[src/uss_pkg.sv]
`default_nettype none
package uss_pkg;

    localparam int DATA_W       = 32;
    localparam int COUNT_W      = 8;
    localparam int DEF_CAPACITY = 128;

    typedef enum logic [1:0] {
        OP_INSERT = 2'd0,
        OP_DELETE = 2'd1,
        OP_LOOKUP = 2'd2,
        OP_CLEAR  = 2'd3
    } t_op;

    typedef enum logic [1:0] {
        ST_OK        = 2'd0,
        ST_EMPTY     = 2'd1,
        ST_NOT_FOUND = 2'd2,
        ST_FULL      = 2'd3
    } t_status;

    // Commands broadcast from the sequencer to every cell.
    typedef struct packed {
        logic cmp;
        logic ins;
        logic del;
    } t_cell_ctl;

endpackage
`default_nettype wire

[src/uss_cell.sv]
`default_nettype none
module uss_cell #(
    parameter int CAPACITY = uss_pkg::DEF_CAPACITY,
    parameter int IDX      = 0,
    parameter int CW       = $clog2(CAPACITY + 1),
    parameter int IW       = (CAPACITY > 1) ? $clog2(CAPACITY) : 1
) (
    input  wire                          i_clk,
    input  uss_pkg::t_cell_ctl           i_ctl,
    input  wire [uss_pkg::DATA_W-1:0]    i_value,
    input  wire [CW-1:0]                 i_count,
    input  wire [IW-1:0]                 i_slot,
    input  wire [uss_pkg::DATA_W-1:0]    i_next,
    output logic [uss_pkg::DATA_W-1:0]   o_elem,
    output logic                         o_hit
);

    localparam logic [CW-1:0] IDX_C = CW'(IDX);
    localparam logic [IW-1:0] IDX_I = IW'(IDX);

    logic [uss_pkg::DATA_W-1:0] r_elem;
    logic                       r_hit;

    // A slot at or above the fill count holds nothing and never matches.
    always_ff @(posedge i_clk) begin
        if (i_ctl.cmp) begin
            r_hit <= (r_elem == i_value) && (IDX_C < i_count);
        end
    end

    always_ff @(posedge i_clk) begin
        if (i_ctl.ins && (IDX_C == i_count)) begin
            r_elem <= i_value;
        end else if (i_ctl.del && (IDX_I >= i_slot)) begin
            r_elem <= i_next;
        end
    end

    assign o_elem = r_elem;
    assign o_hit  = r_hit;

endmodule
`default_nettype wire

[config.mk]
export PLATFORM = sky130hd
export DESIGN_NAME = uss_cell
export DESIGN_NICKNAME = d
export VERILOG_FILES = /design/src/uss_pkg.sv /design/src/uss_cell.sv
export SDC_FILE = /design/constraint.sdc
export NUM_CORES = 1
export LEC_CHECK = 0
export ABC_AREA = 1
export BUFFER_PORTS_ARGS = -buffer_cell sky130_fd_sc_hd__buf_2
export CAP_MARGIN = 20
export CORE_ASPECT_RATIO = 0.6
export CORE_UTILIZATION = 30
export CTS_CLUSTER_SIZE = 24
export DETAILED_ROUTE_END_ITERATION = 10
export SLEW_MARGIN = 20
export SYNTH_ARGS = -nofsm -noshare
export SYNTH_HDL_FRONTEND = slang
export SYNTH_SLANG_ARGS = --single-unit
[constraint.sdc]
create_clock -name i_clk -period 2.4 [get_ports i_clk]
set_input_delay 0.48 -clock i_clk [delete_from_list [all_inputs] [get_ports i_clk]]
set_output_delay 0.48 -clock i_clk [all_outputs]
set_load 0.005 [all_outputs]
## After elaboration in Yosys (flattened, before gate mapping)

Index checks and enable logic that the tools add are counted.

- Magnitude comparators: 2
- Equal/unequal tests: 1
- Mux-type cells: 2
- Reductions and logical operators: 5

Operators by type and width:

| kind | count |
|---|---|
| two-way mux 32 bit | 2 |
| == test 32 bit | 1 |
| logical NOT 8 bit | 1 |
| < comparator 1 x 8 -> 1 bit (first input constant) | 1 |
| greater-or-equal comparator 1 x 7 -> 1 bit (first input constant) | 1 |
| logical AND 1 bit | 3 |
| nonzero test 2 bit | 1 |

- Bits in registers: 33
- Input bits: 83
- Output and inout port bits: 33
- Word-level logic and storage cells: 12

## Logic depth before layout (Yosys ltp)

Gate-level depths: netlist (run 1).

- Depth after elaboration: 4
- Depth in mapped cells: 8
- Mapped depth without buffers: 8

## Worst setup path before layout (run 1)

No wires, ideal clock.

- Kind: input-to-reg
- Start: input i_count[3]
- End: register r_elem (netlist bit o_elem[0]) (enable)
- Setup time: 0.389 ns
- Arrival: 1.767 ns
- Data required time: 2.011 ns
- Slack: 0.244 ns
- Stages: 6
- Path buffers: 1
- Cells stage by stage: nor2_1 nand2_1 nor2_4 nand2_4 buf_6 nand2_1

- Word-level cells in the longest chain between the ends: 3

Ends and longest elaborated chain:

| item | line | text |
|---|---|---|
| start: declaration | uss_cell.sv:11 | `input wire [CW-1:0] i_count,` |
| logical NOT 8 bit | uss_cell.sv:32 | `if (i_ctl.ins && (IDX_C == i_count)) begin` |
| logical AND 1 bit | uss_cell.sv:32 |  |
| nonzero test 2 bit (no line) | n/a |  |
| end signal: assignment | uss_cell.sv:33 | `r_elem <= i_value;` |
| end signal: assignment | uss_cell.sv:35 | `r_elem <= i_next;` |
| end: declaration | uss_cell.sv:21 | `logic [uss_pkg::DATA_W-1:0] r_elem;` |

No other way between the ends.
A chain may end at the register's enable or synchronous reset.

## Worst setup path after layout (run 1)

- Start: input i_count[0]
- End: register r_elem (netlist bit o_elem[4]), data pin

- Word-level cells in the longest chain between the ends: 3

Ends and longest elaborated chain:

| item | line |
|---|---|
| logical NOT 8 bit | uss_cell.sv:32 |
| logical AND 1 bit | uss_cell.sv:32 |
| two-way mux 32 bit | uss_cell.sv:32 |

No other way between the ends.

==> flow_metrics.env, run 1 <==
export IMPL_status="complete, but fails checks"
export IMPL_violations="DRC"
export IMPL_start_util_pct=31.65
export IMPL_synth_area_per_cell_um2=8.023
export IMPL_holdWs_ps=403.1
export IMPL_post_route_period_util_pct=63.69
export IMPL_antenna_found_initial=0
export IMPL_cts_buffers=5
export IMPL_synth_yosys_seq_area_share_pct=45.91
export IMPL_grt_pass1_wl_um=8266
export IMPL_die_x_um=111.5
export IMPL_cts_tree="done"
export IMPL_setup_viol=0
export IMPL_grt_max_degree=52
export IMPL_p_per_area_mw_per_mm2=482.1
export IMPL_worstSetupStartpointType="primary input"
export IMPL_rows=23
export IMPL_power_total_w=0.001419
export IMPL_cts_setup_buffers=0
export IMPL_cp_cell_sequence="buf_2 -> nor2_1 -> nand2_1 -> nor2_4 -> nand2_4 -> buf_4 -> nand2_1 -> o21ai_2"
export IMPL_holdBufCountCts=0
export IMPL_min_from="i_ctl[2]"
export IMPL_drt_iter0_markers=87
export IMPL_antenna_diode_count=0
export IMPL_core_area_mm2=0.006820
export IMPL_setup_ws_ps=871.6
export IMPL_syn_area_mm2=0.002158
export IMPL_gr_total_overflow=0
export IMPL_seq_area_um2=991.0
export IMPL_syn_inst=269
export IMPL_required_ps=2400
export IMPL_path_common_cell="nand2_1"
export IMPL_slew_headroom_pct=52.37
export IMPL_syn2layout_area_growth_pct=36.41
export IMPL_htree_levels=2
export IMPL_place_ws_ps=583.9
export IMPL_r2r_start="o_elem[6]"
export IMPL_drc_errors=6
export IMPL_worstReg2RegEnd="o_hit"
export IMPL_clk_latency_ps=270
export IMPL_io_pins=116
export IMPL_slowest_delay_ps=330
export IMPL_nNetsFinal=471
export IMPL_multi_input_area_um2=953.4
export IMPL_report_final_slew_viol_count=0
export IMPL_drtPass1Iterations=7
export IMPL_rsz0062_at_grt="false"
export IMPL_p_leak_nw=1.554
export IMPL_dieArea_mm2=0.007549
export IMPL_peakVddDrop_v=0.0002313
export IMPL_r2r_slack_ps=1190
export IMPL_worstMarginPinSlew_ps=714.4
export IMPL_ys_ff_latch=33
export IMPL_clock_path_buffers=2
export IMPL_fin_worst_skew_ps=2.798
export IMPL_cts_resized=0
export IMPL_totalWireLength_um=5355
export IMPL_drtAntennaViolNets=0
export IMPL_crit_family="simple AND/OR/NAND/NOR gates"
export IMPL_viasPerCell=4.244
export IMPL_min_to="o_hit"
export IMPL_cp_end_kind="flip-flop"
export IMPL_arrival_ps=1530
export IMPL_clk_pin_slew_worst_paths_ps=50
export IMPL_hold_class="in2reg"
export IMPL_cts_sinks=33
export IMPL_whs_path_depth=1
export IMPL_finalHoldViolCount=0
export IMPL_die_h_um=67.70
export IMPL_finalCriticalPeriod_ps=1528
export IMPL_fillers=708
export IMPL_maxCapViolCount=0
export IMPL_cp_max_fo=51
export IMPL_setup_worst_path_class="in2reg"
export IMPL_vias=2020
export IMPL_place_gp_congestion=0.7217
export IMPL_clock_root_buffer="clkbuf_16"
export IMPL_hpwl_um=4323
export IMPL_cp_slowest_cell="buf_4"
export IMPL_layout_drive_gt1_share_pct=42.42
export IMPL_crit_buf_inv=2
export IMPL_tns_ps=0
export IMPL_port_buffers=115
export IMPL_ys_types=17
export IMPL_wl_per_cell_um=11.25
export IMPL_grt_usage_pct=14.32
export IMPL_yosysWarnings=0
export IMPL_syn_num_nets=352
export IMPL_fmax_ghz=0.6543
export IMPL_rr_worst_depth=7
export IMPL_grt_pass1_vias=1739
==> cells in the mapped netlist <==
library cell	instances	share of area, %
buf_4	1	0.35
buf_6	5	2.6
clkbuf_1	1	0.17
edfxtp_1	33	46
inv_1	39	6.8
nand2_1	99	17
nand2_2	17	4.9
nand2_4	1	0.52
nand3_1	17	3.9
nor2_1	21	3.7
nor2_4	1	0.52
nor3_1	1	0.23
nor4_1	1	0.29
o21ai_2	19	7.7
or2_2	1	0.29
xnor2_1	11	4.5
xor2_1	1	0.41
==> stage by stage <==
stage | utilization, % | cell area [µm²] | std cells
after global routing | 43.17 | 2944 | 476
after CTS | 43.17 | 2944 | 476
after global placement | 41.13 | 2805 | 468
after floorplan | - | 2158 | 269
final | 43.17 | 2944 | 476
after detailed placement | 41.13 | 2805 | 468
==> how the worst max path moves through the flow <==
stage	start	cells after the start	endpoint	slack (ps)
floorplan	i_count[3]	6	o_elem[0]	240
global placement	i_count[0]	8	o_elem[2]	610
detailed placement	i_count[4]	8	o_elem[2]	580
CTS	i_count[4]	8	o_elem[2]	870
global route	i_count[4]	8	o_elem[4]	770
finish	i_count[0]	8	o_elem[4]	870
==> worst reg2reg max path: cells and delay by family, from the launching register on <==
kind / cells / cell delay (ps)
flip-flops: 1 / 410
AND/OR/NAND/NOR: 7 / 660
==> registers in the layout, summed over array words and instances (netlist names) <==
| signal | cells |
|---|---|
| o_hit | 1 |
| o_elem | 32 |
==> metal layers <==
metal	track usage, %	routed length, µm
met2	21.41	2216
met4	3.041	25
met5	0	0
met3	4.488	352
met1	20.21	2759
==> cells in the final DEF, fill, tap and decap left out <==
cell / instances
nand2_2: 17
edfxtp_1: 33
buf_2: 115
nand3_1: 17
nand2_1: 99
nand2_4: 1
clkbuf_1: 1
clkinv_2: 2
buf_4: 4
nor2_1: 21
nor3_1: 1
clkbuf_16: 5
inv_1: 39
nor4_1: 1
xor2_1: 1
or2_2: 1
o21ai_2: 19
xnor2_1: 11
nor2_4: 1
==> cells by family after synthesis <==
group | after synthesis | synth area share, %
simple gates | 159 | 31.59
buf+inv | 46 | 9.913
xor+xnor | 12 | 4.870
flops | 33 | 45.91
compound gates | 19 | 7.710
==> report_power, final <==
| part | leakage, nW | switching [W] | internal [W] | total, W |
|---|---|---|---|---|
| sequential | 0.298 | 0.00000218 | 0.000639 | 0.000641 |
| combinational | 1.19 | 0.0000861 | 0.0000897 | 0.000176 |
| clock | 0.0706 | 0.000222 | 0.000380 | 0.000603 |
| total | 1.55 | 0.000311 | 0.00111 | 0.00142 |
==> layout make-up <==
| type | instances | share of cell area, % |
|---|---|---|
| multi-input cells | 190 | 32.38 |
| clock buffers | 6 | 4.377 |
| inverters | 39 | 4.972 |
| flip-flops and latches | 33 | 33.66 |
| clock inverters | 2 | 0.3400 |
| repair buffers | 119 | 20.57 |
| well taps | 87 | 3.697 |
No activity file was read; power rests on OpenSTA's default activity.
==> run 2: changes to the inputs <==
Clock period 2.4 ns to 1.2 ns, I/O delays scaled along.
==> flow_metrics.env, run 2 (synthesis results as in run 1) <==
export IMPL_wl_per_cell_um=11.32
export IMPL_maxCapViolCount=0
export IMPL_clk_pin_slew_worst_paths_ps=50
export IMPL_totalWireLength_um=5454
export IMPL_gr_total_overflow=0
export IMPL_cts_buffers=5
export IMPL_start_util_pct=31.65
export IMPL_routed_top_layer="met4"
export IMPL_report_final_slew_viol_count=0
export IMPL_worstMarginPinSlew_ps=253.0
export IMPL_fin_worst_skew_ps=5.649
export IMPL_p_leak_nw=1.601
export IMPL_grt_usage_pct=14.28
export IMPL_drtPass1Iterations=7
export IMPL_slew_headroom_pct=82.99
export IMPL_wl_met1_um=2753
export IMPL_cp_cell_sequence="buf_4 -> buf_2"
export IMPL_final_cell_mix="buf_2, nand2_1, inv_1"
export IMPL_die_h_um=67.70
export IMPL_holdWs_ps=164.8
export IMPL_setup_ws_ps=10.88
export IMPL_largest_register_ffs=32
export IMPL_hold_class="in2reg"
export IMPL_htree_levels=2
export IMPL_crit_family="flip-flops"
export IMPL_drt_iter0_markers=118
export IMPL_io_pins=116
export IMPL_clk_latency_ps=270
export IMPL_post_route_period_util_pct=99.09
export IMPL_arrival_ps=950
export IMPL_finalCriticalPeriod_ps=1189
export IMPL_layout_drive_gt1_share_pct=46.58
export IMPL_cp_slowest_cell="edfxtp_1"
export IMPL_grt_pass1_wl_um=8204
export IMPL_met3_length_um=348
export IMPL_crit_buf_inv=2
export IMPL_setup_worst_path_class="reg2out"
export IMPL_clock_path_buffers=2
export IMPL_grt_pass1_vias=1807
export IMPL_syn2layout_area_growth_pct=43.13
export IMPL_place_ws_ps=-267.1
export IMPL_cp_max_fo=3
export IMPL_die_x_um=111.5
export IMPL_setup_viol=0
export IMPL_grt_max_degree=33
export IMPL_port_buffers=115
export IMPL_p_per_area_mw_per_mm2=918.4
export IMPL_violations="DRC"
export IMPL_core_area_mm2=0.006820
export IMPL_finalHoldViolCount=0
export IMPL_clock_root_buffer="clkbuf_16"
export IMPL_viasPerCell=4.268
export IMPL_drtAntennaViolNets=0
export IMPL_nNetsFinal=478
export IMPL_antenna_found_initial=0
export IMPL_tns_ps=0
export IMPL_place_gp_congestion=0.7818
export IMPL_wl_met2_um=2332
export IMPL_post_route_util_pct=45.29
export IMPL_vias=2057
export IMPL_drc_errors=6
export IMPL_fmax_ghz=0.8410
export IMPL_cts_sinks=33
export IMPL_peakVddDrop_v=0.0004919
export IMPL_cts_tree="done"
export IMPL_antenna_diode_count=0
export IMPL_required_ps=960
export IMPL_hpwl_um=4197
export IMPL_rsz0062_at_grt="true"
export IMPL_slowest_delay_ps=410
export IMPL_dieArea_mm2=0.007549
export IMPL_status="complete, but fails checks"
export IMPL_rows=23
export IMPL_worstSetupStartpointType="flip-flop"
export IMPL_cp_end_kind="output pin"
export IMPL_layout_commonest_cell="buf_2"
-- run 2: changes by cell type in the layout (fill, tap and decap cells not counted), sizes merged --
cell,delta
clkinv,-1
buf,+6
nand2,+1
-- run 2: worst reg2reg max path, cell delays in order (launching register included) --
cell and delay (ps):
edfxtp_1 400, nand2_1 90, nand2_1 80, nor2_4 130
nand2_2 60, nor2_1 110, nand3_1 80, nor2_1 100
-- run 2: cell type report --
class / instances / area (µm²)
multi-input cells: 191 / 1035
inverters: 39 / 146.4
clock inverters: 1 / 3.754
repair buffers: 125 / 675.6
fillers: 691 / 3731
clock buffers: 6 / 128.9
flip-flops and latches: 33 / 991.0
well taps: 87 / 108.9
-- run 2: what timing repair did --
action	CTS	global route
hold buffers	0	0
resized for setup	2	8
setup endpoints to repair	1	33
buffers inserted	0	4
gates cloned	0	1
pin swaps	0	13
-- run 2: per-layer routing --
layer / vias up / GRT usage (%)
li1: 1087 / -
met5: - / 0
met3: 2 / 4.129
met2: 73 / 20.78
met4: 0 / 4.730
met1: 895 / 20.22
-- run 2: worst paths after layout --
path / startpoint / endpoint / slack [ps] / cells past startpoint
max: o_elem[10] / o_elem[10] / 10 / 2
min reg2reg: o_elem[30] / o_hit / 780 / 5
min: i_ctl[2] / o_hit / 160 / 1
max reg2reg: o_elem[2] / o_hit / 20 / 7
-- run 2: per-stage QoR --
step | power (W) | cell area [µm²] | std cells
3_5_place_dp | 0.001674 | 2882 | 470
4_1_cts | 0.002860 | 3019 | 477
2_1_floorplan | 0.001473 | 2195 | 269
6_report | 0.002837 | 3089 | 482
3_3_place_gp | 0.001669 | 2882 | 470
5_1_grt | 0.002946 | 3089 | 482
-- run 2: where the power goes --
group / leakage [nW] / internal, W / switching [W]
combinational: 1.24 / 0.000191 / 0.000187
clock: 0.0644 / 0.000749 / 0.000427
sequential: 0.298 / 0.00128 / 0.00000425
